==> src/rtl/core/khq_pkg.sv <==
package khq_pkg;

  localparam int QUEUE_DEPTH = 32;
  localparam int PTR_W = (QUEUE_DEPTH > 1) ? $clog2(QUEUE_DEPTH) : 1;

  localparam int KEY_W = 8;
  localparam int REG_W = 8;
  localparam int CFG_ADDR_W = 2;
  localparam int S_DATA_W = 16;
  localparam int M_DATA_W = 16;

  localparam logic [REG_W-1:0] INVALID_CODE_RST = 8'd255;
  localparam logic [REG_W-1:0] TRANSMIT_CODE_RST = 8'd0;
  localparam logic [REG_W-1:0] SHORT_POLLS_RST = 8'd3;
  localparam logic [REG_W-1:0] LONG_POLLS_RST = 8'd41;
  localparam logic [7:0] HOLD_MAX = 8'd255;

  typedef enum logic [2:0] {
    FUNC_POLL       = 3'd0,
    FUNC_INJ_SHORT  = 3'd1,
    FUNC_INJ_LONG   = 3'd2,
    FUNC_PRESS      = 3'd3,
    FUNC_RELEASE    = 3'd4,
    FUNC_QUERY      = 3'd5
  } func_t;

  typedef enum logic [CFG_ADDR_W-1:0] {
    CFG_INVALID_CODE  = 2'd0,
    CFG_TRANSMIT_CODE = 2'd1,
    CFG_SHORT_POLLS   = 2'd2,
    CFG_LONG_POLLS    = 2'd3
  } cfg_idx_t;

  // queue requests from the control logic
  typedef struct packed {
    logic             push;
    logic             push_long;
    logic [KEY_W-1:0] push_key;
    logic             pop;
  } q_cmd_t;

  // queue head and fill status
  typedef struct packed {
    logic             empty;
    logic             head_long;
    logic [KEY_W-1:0] head_key;
  } q_stat_t;

  typedef struct packed {
    logic             accepted;
    logic             held;
    logic             from_serial;
    logic [KEY_W-1:0] key_out;
  } result_t;

  function automatic logic [PTR_W-1:0] next_ptr(input logic [PTR_W-1:0] p);
    logic [PTR_W-1:0] n;
    begin
      if (p == PTR_W'(QUEUE_DEPTH - 1)) begin
        n = '0;
      end else begin
        n = p + PTR_W'(1);
      end
      return n;
    end
  endfunction

endpackage

==> src/rtl/core/injected_key_hold_queue_core.sv <==
// Injected key hold queue.
// Slave stream (s_*) carries commands: poll, inject short/long, press,
// release, query. Every accepted word yields exactly one result word on
// the master stream (m_*). Config registers are written through
// cfg_we/cfg_addr/cfg_data: 0 invalid code, 1 transmit code, 2 short polls,
// 3 long polls; write only while no command is in flight.
// A word accepted on s_* is held in the input register, is processed, and
// the result register then drives it on m_tvalid/m_tdata.
// Throughput: one word per cycle unless m_tready stalls the result register;
// all queue and counter work is combinational between the input and result registers.
// Reset (rst, synchronous) empties the queue, clears the active key and
// restores the config defaults; the entry store itself is not cleared.
// When m_tready is low the result register holds; one more word is taken
// into the input register, then s_tready drops until the result drains.
module injected_key_hold_queue_core (
  input  logic                             clk,
  input  logic                             rst,
  input  logic                             s_tvalid,
  output logic                             s_tready,
  // [2:0] func, [10:3] key_code, [11] is_long, [15:12] zero
  input  logic [khq_pkg::S_DATA_W-1:0]     s_tdata,
  output logic                             m_tvalid,
  input  logic                             m_tready,
  // [7:0] key_out, [8] from_serial, [9] held, [10] accepted, [15:11] zero
  output logic [khq_pkg::M_DATA_W-1:0]     m_tdata,
  input  logic                             cfg_we,
  input  logic [khq_pkg::CFG_ADDR_W-1:0]   cfg_addr,
  input  logic [khq_pkg::REG_W-1:0]        cfg_data
);

  logic                      in_valid;
  logic [2:0]                in_func;
  logic [khq_pkg::KEY_W-1:0] in_key;
  logic                      in_long;
  logic                      out_valid;
  khq_pkg::result_t          out_res;
  logic                      go;
  khq_pkg::q_cmd_t           qcmd;
  khq_pkg::q_stat_t          qstat;
  khq_pkg::result_t          res;

  assign go = in_valid && (!out_valid || m_tready);
  assign s_tready = !in_valid || go;

  always_ff @(posedge clk) begin
    if (rst) begin
      in_valid <= 1'b0;
    end else if (s_tvalid && s_tready) begin
      in_valid <= 1'b1;
    end else if (go) begin
      in_valid <= 1'b0;
    end
  end

  always_ff @(posedge clk) begin
    if (s_tvalid && s_tready) begin
      in_func <= s_tdata[2:0];
      in_key <= s_tdata[10:3];
      in_long <= s_tdata[11];
    end
  end

  khq_queue u_queue (
    .clk  (clk),
    .rst  (rst),
    .cmd  (qcmd),
    .stat (qstat)
  );

  khq_ctrl u_ctrl (
    .clk      (clk),
    .rst      (rst),
    .cfg_we   (cfg_we),
    .cfg_addr (cfg_addr),
    .cfg_data (cfg_data),
    .go       (go),
    .func     (in_func),
    .key_code (in_key),
    .is_long  (in_long),
    .qstat    (qstat),
    .qcmd     (qcmd),
    .res      (res)
  );

  always_ff @(posedge clk) begin
    if (rst) begin
      out_valid <= 1'b0;
    end else if (go) begin
      out_valid <= 1'b1;
    end else if (m_tready) begin
      out_valid <= 1'b0;
    end
  end

  always_ff @(posedge clk) begin
    if (go) begin
      out_res <= res;
    end
  end

  assign m_tvalid = out_valid;
  assign m_tdata = {5'd0, out_res.accepted, out_res.held, out_res.from_serial,
                    out_res.key_out};

endmodule

==> src/rtl/core/khq_queue.sv <==
module khq_queue (
  input  logic            clk,
  input  logic            rst,
  input  khq_pkg::q_cmd_t cmd,
  output khq_pkg::q_stat_t stat
);

  logic [khq_pkg::KEY_W:0]   store [khq_pkg::QUEUE_DEPTH];
  logic [khq_pkg::PTR_W-1:0] write_pointer;
  logic [khq_pkg::PTR_W-1:0] read_pointer;
  logic [khq_pkg::PTR_W-1:0] write_pointer_next;
  logic [khq_pkg::PTR_W-1:0] read_pointer_next;
  logic [khq_pkg::PTR_W-1:0] wp_inc;

  assign wp_inc = khq_pkg::next_ptr(write_pointer);

  always_comb begin
    write_pointer_next = write_pointer;
    read_pointer_next = read_pointer;
    if (cmd.push) begin
      write_pointer_next = wp_inc;
      // full: drop the oldest entry
      if (wp_inc == read_pointer) begin
        read_pointer_next = khq_pkg::next_ptr(read_pointer);
      end
    end else if (cmd.pop) begin
      read_pointer_next = khq_pkg::next_ptr(read_pointer);
    end
  end

  always_ff @(posedge clk) begin
    if (rst) begin
      write_pointer <= '0;
      read_pointer <= '0;
    end else begin
      write_pointer <= write_pointer_next;
      read_pointer <= read_pointer_next;
    end
  end

  always_ff @(posedge clk) begin
    if (cmd.push) begin
      store[write_pointer] <= {cmd.push_long, cmd.push_key};
    end
  end

  always_comb begin
    stat.empty = (read_pointer == write_pointer);
    stat.head_long = store[read_pointer][khq_pkg::KEY_W];
    stat.head_key = store[read_pointer][khq_pkg::KEY_W-1:0];
  end

endmodule

==> src/rtl/core/khq_ctrl.sv <==
module khq_ctrl (
  input  logic                           clk,
  input  logic                           rst,
  input  logic                           cfg_we,
  input  logic [khq_pkg::CFG_ADDR_W-1:0] cfg_addr,
  input  logic [khq_pkg::REG_W-1:0]      cfg_data,
  input  logic                           go,
  input  logic [2:0]                     func,
  input  logic [khq_pkg::KEY_W-1:0]      key_code,
  input  logic                           is_long,
  input  khq_pkg::q_stat_t               qstat,
  output khq_pkg::q_cmd_t                qcmd,
  output khq_pkg::result_t               res
);

  logic [khq_pkg::REG_W-1:0] invalid_code;
  logic [khq_pkg::REG_W-1:0] transmit_code;
  logic [khq_pkg::REG_W-1:0] short_polls;
  logic [khq_pkg::REG_W-1:0] long_polls;

  logic [khq_pkg::KEY_W-1:0] active_key;
  logic [7:0]                hold_count;
  logic                      active_long;
  logic                      forced_down;
  logic [khq_pkg::KEY_W-1:0] active_key_next;
  logic [7:0]                hold_count_next;
  logic                      active_long_next;
  logic                      forced_down_next;

  logic                      ok;
  logic                      take;
  logic [khq_pkg::KEY_W-1:0] key_a;
  logic                      long_a;
  logic [7:0]                cnt_a;
  logic [7:0]                cnt_inc;
  logic [7:0]                thr;
  logic                      present;

  always_ff @(posedge clk) begin
    if (rst) begin
      invalid_code <= khq_pkg::INVALID_CODE_RST;
      transmit_code <= khq_pkg::TRANSMIT_CODE_RST;
      short_polls <= khq_pkg::SHORT_POLLS_RST;
      long_polls <= khq_pkg::LONG_POLLS_RST;
    end else if (cfg_we) begin
      case (khq_pkg::cfg_idx_t'(cfg_addr))
        khq_pkg::CFG_INVALID_CODE:  invalid_code <= cfg_data;
        khq_pkg::CFG_TRANSMIT_CODE: transmit_code <= cfg_data;
        khq_pkg::CFG_SHORT_POLLS:   short_polls <= cfg_data;
        khq_pkg::CFG_LONG_POLLS:    long_polls <= cfg_data;
        default: ;
      endcase
    end
  end

  // poll path: optionally load the queue head, then count against threshold
  assign ok = key_code < invalid_code;
  assign take = !forced_down && !(active_key < invalid_code) && !qstat.empty;
  assign key_a = take ? qstat.head_key : active_key;
  assign long_a = take ? qstat.head_long : active_long;
  assign cnt_a = take ? 8'd0 : hold_count;
  assign present = key_a < invalid_code;
  assign cnt_inc = (cnt_a == khq_pkg::HOLD_MAX) ? cnt_a : cnt_a + 8'd1;

  always_comb begin
    if (long_a && key_a != transmit_code) begin
      thr = long_polls;
    end else begin
      thr = short_polls;
    end
  end

  always_comb begin
    active_key_next = active_key;
    hold_count_next = hold_count;
    active_long_next = active_long;
    forced_down_next = forced_down;
    res.key_out = invalid_code;
    res.from_serial = 1'b0;
    res.held = 1'b0;
    res.accepted = 1'b0;
    qcmd.push = 1'b0;
    qcmd.push_long = 1'b0;
    qcmd.push_key = key_code;
    qcmd.pop = 1'b0;
    case (khq_pkg::func_t'(func))
      khq_pkg::FUNC_POLL: begin
        qcmd.pop = go && take;
        if (take) begin
          active_key_next = key_a;
          active_long_next = long_a;
          hold_count_next = 8'd0;
        end
        if (present) begin
          res.key_out = key_a;
          res.from_serial = 1'b1;
          if (!forced_down) begin
            if (cnt_inc >= thr) begin
              active_key_next = invalid_code;
              hold_count_next = 8'd0;
              active_long_next = 1'b0;
            end else begin
              hold_count_next = cnt_inc;
            end
          end
        end
      end
      khq_pkg::FUNC_INJ_SHORT, khq_pkg::FUNC_INJ_LONG: begin
        res.accepted = ok;
        qcmd.push = go && ok;
        qcmd.push_long = (khq_pkg::func_t'(func) == khq_pkg::FUNC_INJ_LONG);
      end
      khq_pkg::FUNC_PRESS: begin
        res.accepted = ok;
        if (ok) begin
          active_key_next = key_code;
          active_long_next = is_long;
          hold_count_next = 8'd0;
          forced_down_next = 1'b1;
        end
      end
      khq_pkg::FUNC_RELEASE: begin
        if (ok && forced_down && active_key == key_code) begin
          active_key_next = invalid_code;
          active_long_next = 1'b0;
          hold_count_next = 8'd0;
          forced_down_next = 1'b0;
        end
      end
      khq_pkg::FUNC_QUERY: begin
        res.held = forced_down && (active_key == key_code);
      end
      default: ;
    endcase
  end

  always_ff @(posedge clk) begin
    if (rst) begin
      active_key <= khq_pkg::INVALID_CODE_RST;
      hold_count <= 8'd0;
      active_long <= 1'b0;
      forced_down <= 1'b0;
    end else if (go) begin
      active_key <= active_key_next;
      hold_count <= hold_count_next;
      active_long <= active_long_next;
      forced_down <= forced_down_next;
    end
  end

endmodule

==> config.mk <==
export PLATFORM = sky130hd
export DESIGN_NAME = injected_key_hold_queue_core
export DESIGN_NICKNAME = d
export VERILOG_FILES = /design/src/rtl/core/khq_pkg.sv /design/src/rtl/core/injected_key_hold_queue_core.sv /design/src/rtl/core/khq_queue.sv /design/src/rtl/core/khq_ctrl.sv
export SDC_FILE = /design/constraint.sdc
export NUM_CORES = 1
export LEC_CHECK = 0
export ABC_AREA = 1
export BUFFER_PORTS_ARGS = -buffer_cell sky130_fd_sc_hd__buf_2
export CORE_UTILIZATION = 40
export CTS_CLUSTER_SIZE = 25
export DETAILED_ROUTE_END_ITERATION = 8
export HOLD_SLACK_MARGIN = 0.05
export PLACE_DENSITY = 0.69
export SETUP_SLACK_MARGIN = 0.3
export SLEW_MARGIN = 30
export SYNTH_ARGS = -nofsm -noshare
export SYNTH_HDL_FRONTEND = slang
export SYNTH_SLANG_ARGS = --single-unit
==> constraint.sdc <==
create_clock -name clk -period 3.95 [get_ports clk]
set_clock_uncertainty 0.2 [all_clocks]
set_input_delay 0.1975 -clock clk [delete_from_list [all_inputs] [get_ports clk]]
set_output_delay 0.1975 -clock clk [all_outputs]
set_load 0.01 [all_outputs]
==> results of run 1 <==
==> worst paths after layout <==
check                                       startpoint                     to  slack (ns)
worst max-delay path            u_ctrl.invalid_code[1]   u_ctrl.active_key[2]       -0.35
worst min-delay path                        s_tdata[6]              in_key[3]        0.16
worst max register to register  u_ctrl.invalid_code[1]   u_ctrl.active_key[2]       -0.35
worst min register to register   u_ctrl.short_polls[0]  u_ctrl.short_polls[0]        0.25
==> stage by stage <==
| step | utilization [%] | hold WS, ns | TNS, ns | std cells | total power [mW] |
|---|---|---|---|---|---|
| after floorplan | - | 0.0964 | 0 | 1733 | 5.11 |
| after global routing | 50.9 | 0.172 | -8.84 | 2513 | 9.74 |
| after CTS | 50.4 | 0.144 | -2.29 | 2501 | 9.34 |
| after global placement | 44.9 | 0.174 | -5.31 | 2375 | 5.39 |
| final | 50.9 | 0.160 | -4.33 | 2513 | 9.44 |
| after detailed placement | 44.9 | 0.176 | -6.29 | 2375 | 5.41 |
==> final cells by class <==
| type | count | area, um2 | area share, % |
|---|---|---|---|
| Multi-Input combinational cell | 1169 | 6100 | 28.4 |
| Tap cell | 539 | 674 | 3.14 |
| Sequential cell | 378 | 10700 | 49.9 |
| Timing Repair Buffer | 247 | 2180 | 10.2 |
| Clock inverter | 23 | 251 | 1.17 |
| Clock buffer | 51 | 1110 | 5.20 |
| Timing Repair inverter | 1 | 6.26 | 0.0292 |
| Inverter | 105 | 425 | 1.98 |
==> synthesized netlist by cell type, types with 7 or more instances <==
cell type    n  share of area (%)
clkbuf_1    24               0.52
o21ai_1      9               0.26
edfxtp_1   311                 54
nor2_1     110                2.4
xnor2_1      8               0.41
nor3_1      10               0.29
dfxtp_1     67                7.8
buf_4       15               0.65
nand3_1    289                8.4
ha_1        37                2.7
a21oi_1     50                1.5
buf_2       33               0.96
clkinv_1     7               0.15
o211ai_1    12               0.52
xor2_1       8               0.41
o22ai_1     13               0.47
buf_6        8               0.52
o21ai_0     72                2.1
nand4_1     12               0.44
nand2_1    492                 11
inv_1       94                2.1
==> sequential cells by signal, indices dropped and copies added (netlist names), 5 cells and up, named ones only <==
signal	cells
u_queue.read_pointer	5
u_ctrl.hold_count	8
m_tdata	11
u_queue.write_pointer	5
u_ctrl.invalid_code	8
u_ctrl.active_key	8
u_ctrl.long_polls	8
u_ctrl.short_polls	8
in_key	8
u_queue.store	288
u_ctrl.transmit_code	8
==> cell usage in the layout, fill, tap and decap left out, types with 5 or more instances in the layout <==
master | synthesis | layout
nand2_1 | 492 | 472
edfxtp_1 | 311 | 311
nand3_1 | 289 | 262
buf_4 | 15 | 144
nor2_1 | 110 | 103
inv_1 | 94 | 85
dfxtp_1 | 67 | 59
o21ai_0 | 72 | 58
a21oi_1 | 50 | 47
clkbuf_16 | 0 | 42
buf_2 | 33 | 39
dlygate4sd3_1 | 0 | 37
ha_1 | 37 | 31
nand3_2 | 2 | 25
nand2_2 | 4 | 22
buf_12 | 0 | 18
o21ai_1 | 9 | 17
o22ai_1 | 13 | 13
nand4_1 | 12 | 12
o211ai_1 | 12 | 12
clkinv_2 | 0 | 11
o21ai_2 | 3 | 9
nor3_1 | 10 | 9
xnor2_1 | 8 | 8
clkinv_1 | 7 | 8
inv_2 | 1 | 8
nand2_4 | 6 | 8
dfxtp_2 | 0 | 7
nor2_2 | 0 | 6
xor2_1 | 8 | 6
o221ai_1 | 6 | 6
ha_4 | 0 | 6
clkbuf_1 | 24 | 6
inv_4 | 3 | 5
nand3_4 | 0 | 5
conb_1 | 1 | 5
==> kinds of logic after synthesis <==
| family | Yosys count | share of synthesized area, % |
|---|---|---|
| simple gates | 938 | 23.7 |
| flops | 378 | 62.1 |
| buf+inv | 188 | 5.06 |
| compound gates | 171 | 5.61 |
| fa+ha+maj | 37 | 2.69 |
| xor+xnor | 16 | 0.815 |
| other cells | 1 | 0.0218 |
==> per-layer routing <==
| metal | track usage (%) | up-vias | wire (um) |
|---|---|---|---|
| met5 | 0 | - | 0 |
| met3 | 3.29 | 112 | 3360 |
| met4 | 6.69 | 0 | 1440 |
| met1 | 29.1 | 6441 | 19700 |
| li1 | - | 6397 | - |
| met2 | 36.0 | 602 | 22400 |
==> power groups by stage <==
| stage | Clock [mW] | Combinational [mW] | Sequential [mW] |
|---|---|---|---|
| after floorplan | 0 | 0.618 | 4.49 |
| after CTS | 3.91 | 1.05 | 4.38 |
| after detailed placement | 0 | 0.938 | 4.47 |
| after global placement | 0 | 0.922 | 4.47 |
| after global routing | 4.07 | 1.28 | 4.39 |
| final | 3.88 | 1.17 | 4.39 |
==> critical path, delay by kind of cell, from the launching register on <==
| family | cells | cell delay (ns) |
|---|---|---|
| AO/OA/AOI/OAI | 6 | 0.95 |
| adder cells (fa/ha/maj) | 2 | 0.56 |
| buffers and inverters | 2 | 0.21 |
| XOR/XNOR | 1 | 0.19 |
| AND/OR/NAND/NOR | 19 | 1.77 |
| flip-flops | 1 | 0.33 |
==> repair_timing <==
action / in CTS / in global routing
pin swaps: 25 / 38
gates resized for setup: 77 / 37
hold endpoints to repair: 65 / 0
hold buffers: 37 / 0
cloned: 7 / 0
setup endpoints to repair: 26 / 182
setup buffers: 8 / 12
==> flow_metrics.py, run 1 <==
metrics = {
    "run_status": {
        "outcome": "complete, but fails checks",
        "violations": "setup timing",
    },
    "setup_path": {
        "cp.required_ns": 4.24,
        "cpMostUsedCell": "nand2_1",
        "start_kind": "flip-flop",
        "r2r_cells": 30,
        "crit_type": "reg -> reg",
        "slowest_delay_ns": 0.33,
        "worstPathArrival_ns": 4.58,
        "cpMaxStageDelayCell": "dfxtp_2",
        "path_max_fanout": 8,
        "cp-end-kind": "flip-flop",
    },
    "routing": {
        "via_per_inst": 5.39,
        "ant_nets": 0,
        "drt_iter0_drc": 1402,
        "dr.pass1.iters": 6,
        "wl_um": 47000,
        "wire_per_inst_um": 18.7,
        "vias": 13600,
        "drc": 0,
    },
    "hold_path": {
        "min_path_type": "in -> reg",
        "whs_path_depth": 2,
    },
    "grt": {
        "grt_usage_pct": 21.6,
        "antenna_found_initial": 0,
        "grt_pass1_vias": 13200,
        "grt_pass1_wl_um": 73900,
        "overflow": 0,
        "grt_start_max_net_pins": 39,
    },
    "floorplan": {
        "core_um2": 42100,
        "ios": 49,
        "die_h_um": 209,
        "die_x_um": 209,
        "initial_core_util_pct": 40.8,
        "fp-row-count": 75,
        "dieArea_um2": 43800,
    },
    "clock_network": {
        "clock_latency_ns": 0.56,
        "clock_sinks": 378,
        "root_buffer": "clkbuf_16",
        "clock_path_buffers": 3,
        "h-tree-depth": 2,
        "numCtsBuffers": 40,
        "tritoncts": "built",
        "clkSlewWorstSetupHoldPaths_ns": 0.06,
    },
    "power_and_ir_drop": {
        "leakagePower_nw": 8.48,
        "seqPwrFrac_pct": 46.5,
        "pwr-share-comb_pct": 12.4,
        "p_sw_mw": 2.34,
        "sw_frac_of_total_pct": 24.8,
        "p_int_mw": 7.09,
        "power_frac_clock_pct": 41.1,
        "ir_drop_v": 0.000342,
        "powerDensity_nw_per_um2": 440,
    },
    "layout": {
        "diodes": 0,
        "fillers": 3609,
        "syn_to_final_growth_pct": 24.7,
        "drive_gt1_share_pct": 20.2,
        "stdcell_area_um2": 21400,
        "num-nets-final": 2010,
    },
    "logic_synthesis": {
        "yosysSeqAreaShare_pct": 62.1,
        "synth_edf_count": 311,
        "dominantRegCellSynth": "edfxtp_1",
        "netlist_area_um2": 17200,
        "yosysUniqueCellTypes": 45,
        "async_flop_share_pct": 0,
        "syn_inst": 1729,
        "avgSynthCellArea_um2": 9.95,
        "synth_seq_cells": 378,
        "yosysWarnings": 0,
    },
    "run": {
        "drv_cap": 0,
    },
    "placement": {
        "place_ws_ns": -0.362,
        "port-buffer-count": 39,
        "hpwl_um": 29700,
        "dpl_cell_area_um2": 18900,
        "place.gp.congestion": 0.967,
    },
    "sta": {
        "grt_setup_unrepaired": "true",
        "slew_headroom_pct": 37.4,
        "setup_violations": 16,
        "fin_ws_ns": -0.346,
        "worst_pin_slew_ns": 0.933,
        "timing.final.max_slew_violations": 0,
        "fin_crit_sh_pct": 109,
        "fmax_mhz": 233,
        "hold_viol_final": 0,
        "period_needed_ns": 4.30,
    },
}
No activity file was read; power rests on OpenSTA's default activity.
==> run 2: changes to the inputs <==
--- a/config.mk
+++ b/config.mk
@@ -7,11 +7,11 @@
 export LEC_CHECK = 0
 export ABC_AREA = 1
 export BUFFER_PORTS_ARGS = -buffer_cell sky130_fd_sc_hd__buf_2
-export CORE_UTILIZATION = 40
+export CORE_UTILIZATION = 45
 export CTS_CLUSTER_SIZE = 25
 export DETAILED_ROUTE_END_ITERATION = 8
 export HOLD_SLACK_MARGIN = 0.05
-export PLACE_DENSITY = 0.69
+export PLACE_DENSITY = 0.75
 export SETUP_SLACK_MARGIN = 0.3
 export SLEW_MARGIN = 30
 export SYNTH_ARGS = -nofsm -noshare
==> run 2 against run 1 <==
Effect of this change:
- the flow still finishes with violations (setup timing)
- clock power shrank 9.3%
- total power down 3.7%
- global-route usage increased by 3.1 points
- largest cell class unchanged
==> flow_metrics.py, run 2 (synthesis results as in run 1) <==
metrics = {
    "sta": {
        "fin_ws_ns": -0.303,
        "fmax_mhz": 235,
        "timing.final.max_slew_violations": 0,
        "worst_pin_slew_ns": 0.918,
        "hold_viol_final": 0,
        "whs_ns": 0.177,
        "tns_ns": -4.22,
        "slew_headroom_pct": 38.8,
        "fin_crit_sh_pct": 108,
        "grt_setup_unrepaired": "true",
        "setup_violations": 17,
        "period_needed_ns": 4.25,
    },
    "setup_path": {
        "start_kind": "flip-flop",
        "path_max_fanout": 8,
        "crit_type": "reg -> reg",
        "cpMaxStageDelayCell": "dfxtp_4",
        "cp-end-kind": "flip-flop",
        "cp.required_ns": 4.19,
        "slowest_delay_ns": 0.38,
        "worstPathArrival_ns": 4.49,
        "cpMostUsedCell": "nand2_1",
    },
    "layout": {
        "drive_gt1_share_pct": 21.9,
        "final_common_cell": "nand2_1",
        "diodes": 0,
        "num-nets-final": 2007,
        "layout_common_cells": "470 x nand2_1, 311 x edfxtp_1, 242 x nand3_1",
        "post-route-util_pct": 57.4,
        "final_cells": 2481,
        "syn_to_final_growth_pct": 25.6,
        "largest_register_ffs": 288,
        "top_register": "u_queue.store",
    },
    "grt": {
        "grt_util_met2_pct": 42.2,
        "grtUsageMet1_pct": 31.2,
        "overflow": 0,
        "gr-usage-met3_pct": 4.00,
        "grt_pass1_vias": 13400,
        "grt_usage_pct": 24.8,
        "antenna_found_initial": 0,
        "grt_pass1_wl_um": 73800,
        "gr-max-usage-layer": "met2",
        "grt_start_max_net_pins": 39,
    },
    "floorplan": {
        "ios": 49,
        "dieArea_um2": 39000,
        "fp-row-count": 71,
        "die_x_um": 197,
        "initial_core_util_pct": 45.7,
        "die_h_um": 197,
        "core_um2": 37700,
    },
    "clock_network": {
        "numCtsBuffers": 40,
        "clock_sinks": 378,
        "clock_path_buffers": 3,
        "root_buffer": "clkbuf_16",
        "h-tree-depth": 2,
        "tritoncts": "built",
        "clkSlewWorstSetupHoldPaths_ns": 0.06,
        "clock_latency_ns": 0.55,
    },
    "power_and_ir_drop": {
        "power_mw": 9.08,
        "ir_drop_v": 0.000336,
        "leakagePower_nw": 8.53,
        "powerDensity_nw_per_um2": 421,
    },
    "routing": {
        "wire_per_inst_um": 19.2,
        "drt_iter0_drc": 1599,
        "dr.pass1.iters": 6,
        "vias": 13800,
        "drc": 0,
        "via_per_inst": 5.57,
        "ant_nets": 0,
        "wl_um": 47700,
    },
    "run_status": {
        "violations": "setup timing",
        "outcome": "complete, but fails checks",
    },
    "placement": {
        "place.gp.congestion": 0.922,
        "hpwl_um": 29200,
        "placedCellCount": 2342,
        "port-buffer-count": 39,
    },
    "run": {
        "drv_cap": 0,
    },
    "hold_path": {
        "min_path_type": "in -> reg",
    },
}
-- run 2: changes by cell type in the layout (fill, tap and decap cells not counted), moves of 5 or more --
cell	previous run	this run
a21oi_1	47	42
a21oi_2	3	8
buf_4	144	131
clkinv_1	8	13
dfxtp_1	59	49
dfxtp_2	7	17
nand3_1	262	242
nand3_2	25	43
o21ai_1	17	11
o21ai_2	9	15
-- run 2: routing by layer --
layer  vias to the layer above  share of wire, %  wire length, um
met5                         -                 0                0
met4                         0               3.9             1870
met3                       137               8.4             4020
met2                       706                48            22900
met1                      6567                40            19000
li1                       6399                 -                -
-- run 2: per-stage QoR --
step	setup WS (ns)	instance area, um2
6_report	-0.303	21600
4_1_cts	-0.204	21400
3_3_place_gp	-0.282	18900
3_5_place_dp	-0.323	18900
5_1_grt	-0.537	21600
2_1_floorplan	0.147	17300
-- run 2: timing repair --
item	in CTS	in global routing
resized for setup	116	44
pin swaps	70	46
hold endpoints to repair	65	0
cloned	10	0
setup endpoints to repair	25	32
setup buffers	17	3
hold buffers	36	0
-- run 2: path summary, 6_finish.rpt --
kind	startpoint	to	slack, ns	cells past startpoint
setup / recovery	flip-flop	u_ctrl.active_key[0]	-0.30	34
hold / removal	s_tdata[11]	in_long	0.18	2
setup reg to reg	flip-flop	u_ctrl.active_key[0]	-0.30	34
hold reg to reg	u_ctrl.short_polls[4]	u_ctrl.short_polls[4]	0.26	2
-- run 2: layout make-up --
cell class / instances / area (um2)
well taps: 511 / 639
inverters: 105 / 423
repair inverters: 1 / 11.3
clock buffers: 49 / 1040
clock inverters: 24 / 168
repair buffers: 244 / 2320
flip-flops and latches: 378 / 10700
multi-input cells: 1169 / 6290
fillers: 3070 / 16100
-- run 2: critical path, delay by kind of cell (launching register included) --
family / cells / cell delay (ns)
and+or+nand+nor: 24 / 2.26
buffers and inverters: 6 / 0.69
DFF: 1 / 0.38
adders and majority gates: 1 / 0.28
xor gates and xnor gates: 1 / 0.16
AOI/OAI and AO/OA: 2 / 0.14
-- run 2: power breakdown --
group	internal (mW)	switching, mW	leakage, nW
clock network	1.96	1.56	0.594
registers	4.36	0.0313	3.36
logic	0.444	0.729	4.58
total	6.76	2.32	8.53
==> run 3: changes to the inputs <==
--- a/config.mk
+++ b/config.mk
@@ -8,6 +8,7 @@
 export ABC_AREA = 1
 export BUFFER_PORTS_ARGS = -buffer_cell sky130_fd_sc_hd__buf_2
 export CORE_UTILIZATION = 45
+export CTS_BUF_LIST = sky130_fd_sc_hd__clkbuf_16
 export CTS_CLUSTER_SIZE = 25
 export DETAILED_ROUTE_END_ITERATION = 8
 export HOLD_SLACK_MARGIN = 0.05
==> run 3 against run 2 <==
Effect of this change:
- global-route usage hardly changed
- setup slack got worse by 0.022 ns
- total power shrank 0.39%
- highest routed layer unchanged
- critical path depth increased by 1
- final area about the same
- largest cell class unchanged
- via count hardly changed
- critical endpoint is now u_ctrl.active_key[2]
- the run still ends with setup timing left
==> flow_metrics.py, run 3 (synthesis results as in run 1) <==
metrics = {
    "floorplan": {
        "ios": 49,
        "dieArea_um2": 39000,
        "initial_core_util_pct": 45.7,
        "core_um2": 37700,
        "fp-row-count": 71,
        "die_x_um": 197,
        "die_h_um": 197,
    },
    "setup_path": {
        "worstPathArrival_ns": 4.51,
        "cpMostUsedCell": "nand2_1",
        "path_max_fanout": 8,
        "slowest_delay_ns": 0.38,
        "start_kind": "flip-flop",
        "cp-end-kind": "flip-flop",
        "regToRegEndpoint": "u_ctrl.active_key[2]",
        "crit_type": "reg -> reg",
        "cpMaxStageDelayCell": "dfxtp_4",
        "r2r_cells": 35,
        "cp.required_ns": 4.18,
        "r2r_slack_ns": -0.33,
    },
    "sta": {
        "grt_setup_unrepaired": "true",
        "setup_violations": 17,
        "timing.final.max_slew_violations": 0,
        "fin_ws_ns": -0.326,
        "fin_crit_sh_pct": 108,
        "period_needed_ns": 4.28,
        "worst_pin_slew_ns": 0.939,
        "slew_headroom_pct": 37.4,
        "fmax_mhz": 234,
        "tns_ns": -4.37,
        "hold_viol_final": 0,
    },
    "layout": {
        "largest_register_ffs": 288,
        "final_common_cell": "nand2_1",
        "seq_area_um2": 10700,
        "fillers": 3069,
        "syn_to_final_growth_pct": 25.6,
        "layout_common_cells": "470 x nand2_1, 311 x edfxtp_1, 242 x nand3_1",
        "top_register": "u_queue.store",
        "drive_gt1_share_pct": 21.8,
        "num-nets-final": 2007,
        "multi_input_area_um2": 6290,
        "diodes": 0,
    },
    "clock_network": {
        "root_buffer": "clkbuf_16",
        "clock_sinks": 378,
        "numCtsBuffers": 40,
        "tritoncts": "built",
        "h-tree-depth": 2,
        "clock_path_buffers": 3,
        "clkSlewWorstSetupHoldPaths_ns": 0.06,
        "clock_latency_ns": 0.55,
    },
    "hold_path": {
        "whs_path_depth": 2,
        "hold_end": "in_func[2]",
        "min_path_type": "in -> reg",
        "worstHoldStart": "s_tdata[2]",
    },
    "power_and_ir_drop": {
        "seqPwrFrac_pct": 48.5,
        "power_frac_clock_pct": 38.5,
        "p_int_mw": 6.72,
        "pwr-share-comb_pct": 13.0,
        "p_sw_mw": 2.33,
        "ir_drop_v": 0.000337,
        "leakagePower_nw": 8.56,
        "sw_frac_of_total_pct": 25.7,
        "powerDensity_nw_per_um2": 419,
        "power_mw": 9.05,
    },
    "placement": {
        "place.gp.congestion": 0.922,
        "port-buffer-count": 39,
        "place_ws_ns": -0.323,
        "hpwl_um": 29200,
    },
    "routing": {
        "drt_iter0_drc": 1422,
        "wire_per_inst_um": 19.3,
        "vias": 13800,
        "drc": 0,
        "wl_um": 47800,
        "dr.pass1.iters": 5,
        "ant_nets": 0,
        "via_per_inst": 5.57,
    },
    "run": {
        "drv_cap": 0,
    },
    "grt": {
        "grt_pass1_vias": 13400,
        "antenna_found_initial": 0,
        "grt_pass1_wl_um": 73800,
        "grt_usage_pct": 24.7,
        "grt_start_max_net_pins": 39,
        "overflow": 0,
    },
    "run_status": {
        "outcome": "complete, but fails checks",
        "violations": "setup timing",
    },
}
run 3: power groups by stage:
stage / clock network [mW] / registers (mW) / logic (mW)
after floorplan: 0 / 4.49 / 0.618
after global placement: 0 / 4.47 / 0.918
after detailed placement: 0 / 4.47 / 0.938
after CTS: 3.52 / 4.39 / 1.08
after global routing: 3.67 / 4.39 / 1.28
final: 3.49 / 4.39 / 1.17
run 3: metal layers:
layer	track usage, %	vias up	wire (um)
met1	31.2	6558	18900
met3	4.00	145	3900
met4	10.3	0	1960
met2	42.2	712	23000
li1	-	6401	-
met5	0	-	0
run 3: worst max path at each step:
stage                                      start                   end  slack, ns  cells past startpoint
final                                  flip-flop  u_ctrl.active_key[2]      -0.33                     35
after global routing                   flip-flop  u_ctrl.active_key[0]      -0.54                     35
after CTS                              flip-flop  u_ctrl.active_key[5]      -0.20                     33
after detailed placement  u_ctrl.invalid_code[1]  u_ctrl.active_key[5]      -0.32                     31
after global placement    u_ctrl.invalid_code[6]  u_ctrl.active_key[6]      -0.28                     29
after floorplan           u_ctrl.invalid_code[3]  u_ctrl.active_key[2]       0.15                     36
run 3: final cells by class:
cell class	instances	share of cell area, %
timing repair inverter	1	0.0522
tap	511	2.96
clock inverter	33	0.933
clock buffer	40	4.64
sequential	378	49.6
multi-input combinational	1169	29.1
inverter	105	1.96
timing repair buffer	244	10.7
run 3: what timing repair did:
item / 4_1_cts / 5_1_grt
gates resized for setup: 116 / 44
cloned: 10 / 0
buffers inserted: 17 / 3
endpoints found under the hold margin: 65 / 0
endpoints found under the setup margin: 25 / 27
hold buffers: 36 / 0
pin swaps: 70 / 46
run 3: worst max-delay path: cells and delay by family, from the launching register on:
family | cells | cell delay (ns)
flip-flops | 1 | 0.38
adder cells (fa/ha/maj) | 1 | 0.25
XOR/XNOR | 1 | 0.16
buffers and inverters | 5 | 0.51
AO/OA/AOI/OAI | 4 | 0.26
AND/OR/NAND/NOR | 24 | 2.34
run 3: through the flow:
step	hold WS, ns	util [%]	cells	area [um2]
floorplan	0.0964	-	1733	17300
global placement	0.177	50.2	2342	18900
detailed placement	0.179	50.2	2342	18900
CTS	0.155	56.7	2478	21400
global route	0.172	57.3	2481	21600
finish	0.184	57.3	2481	21600
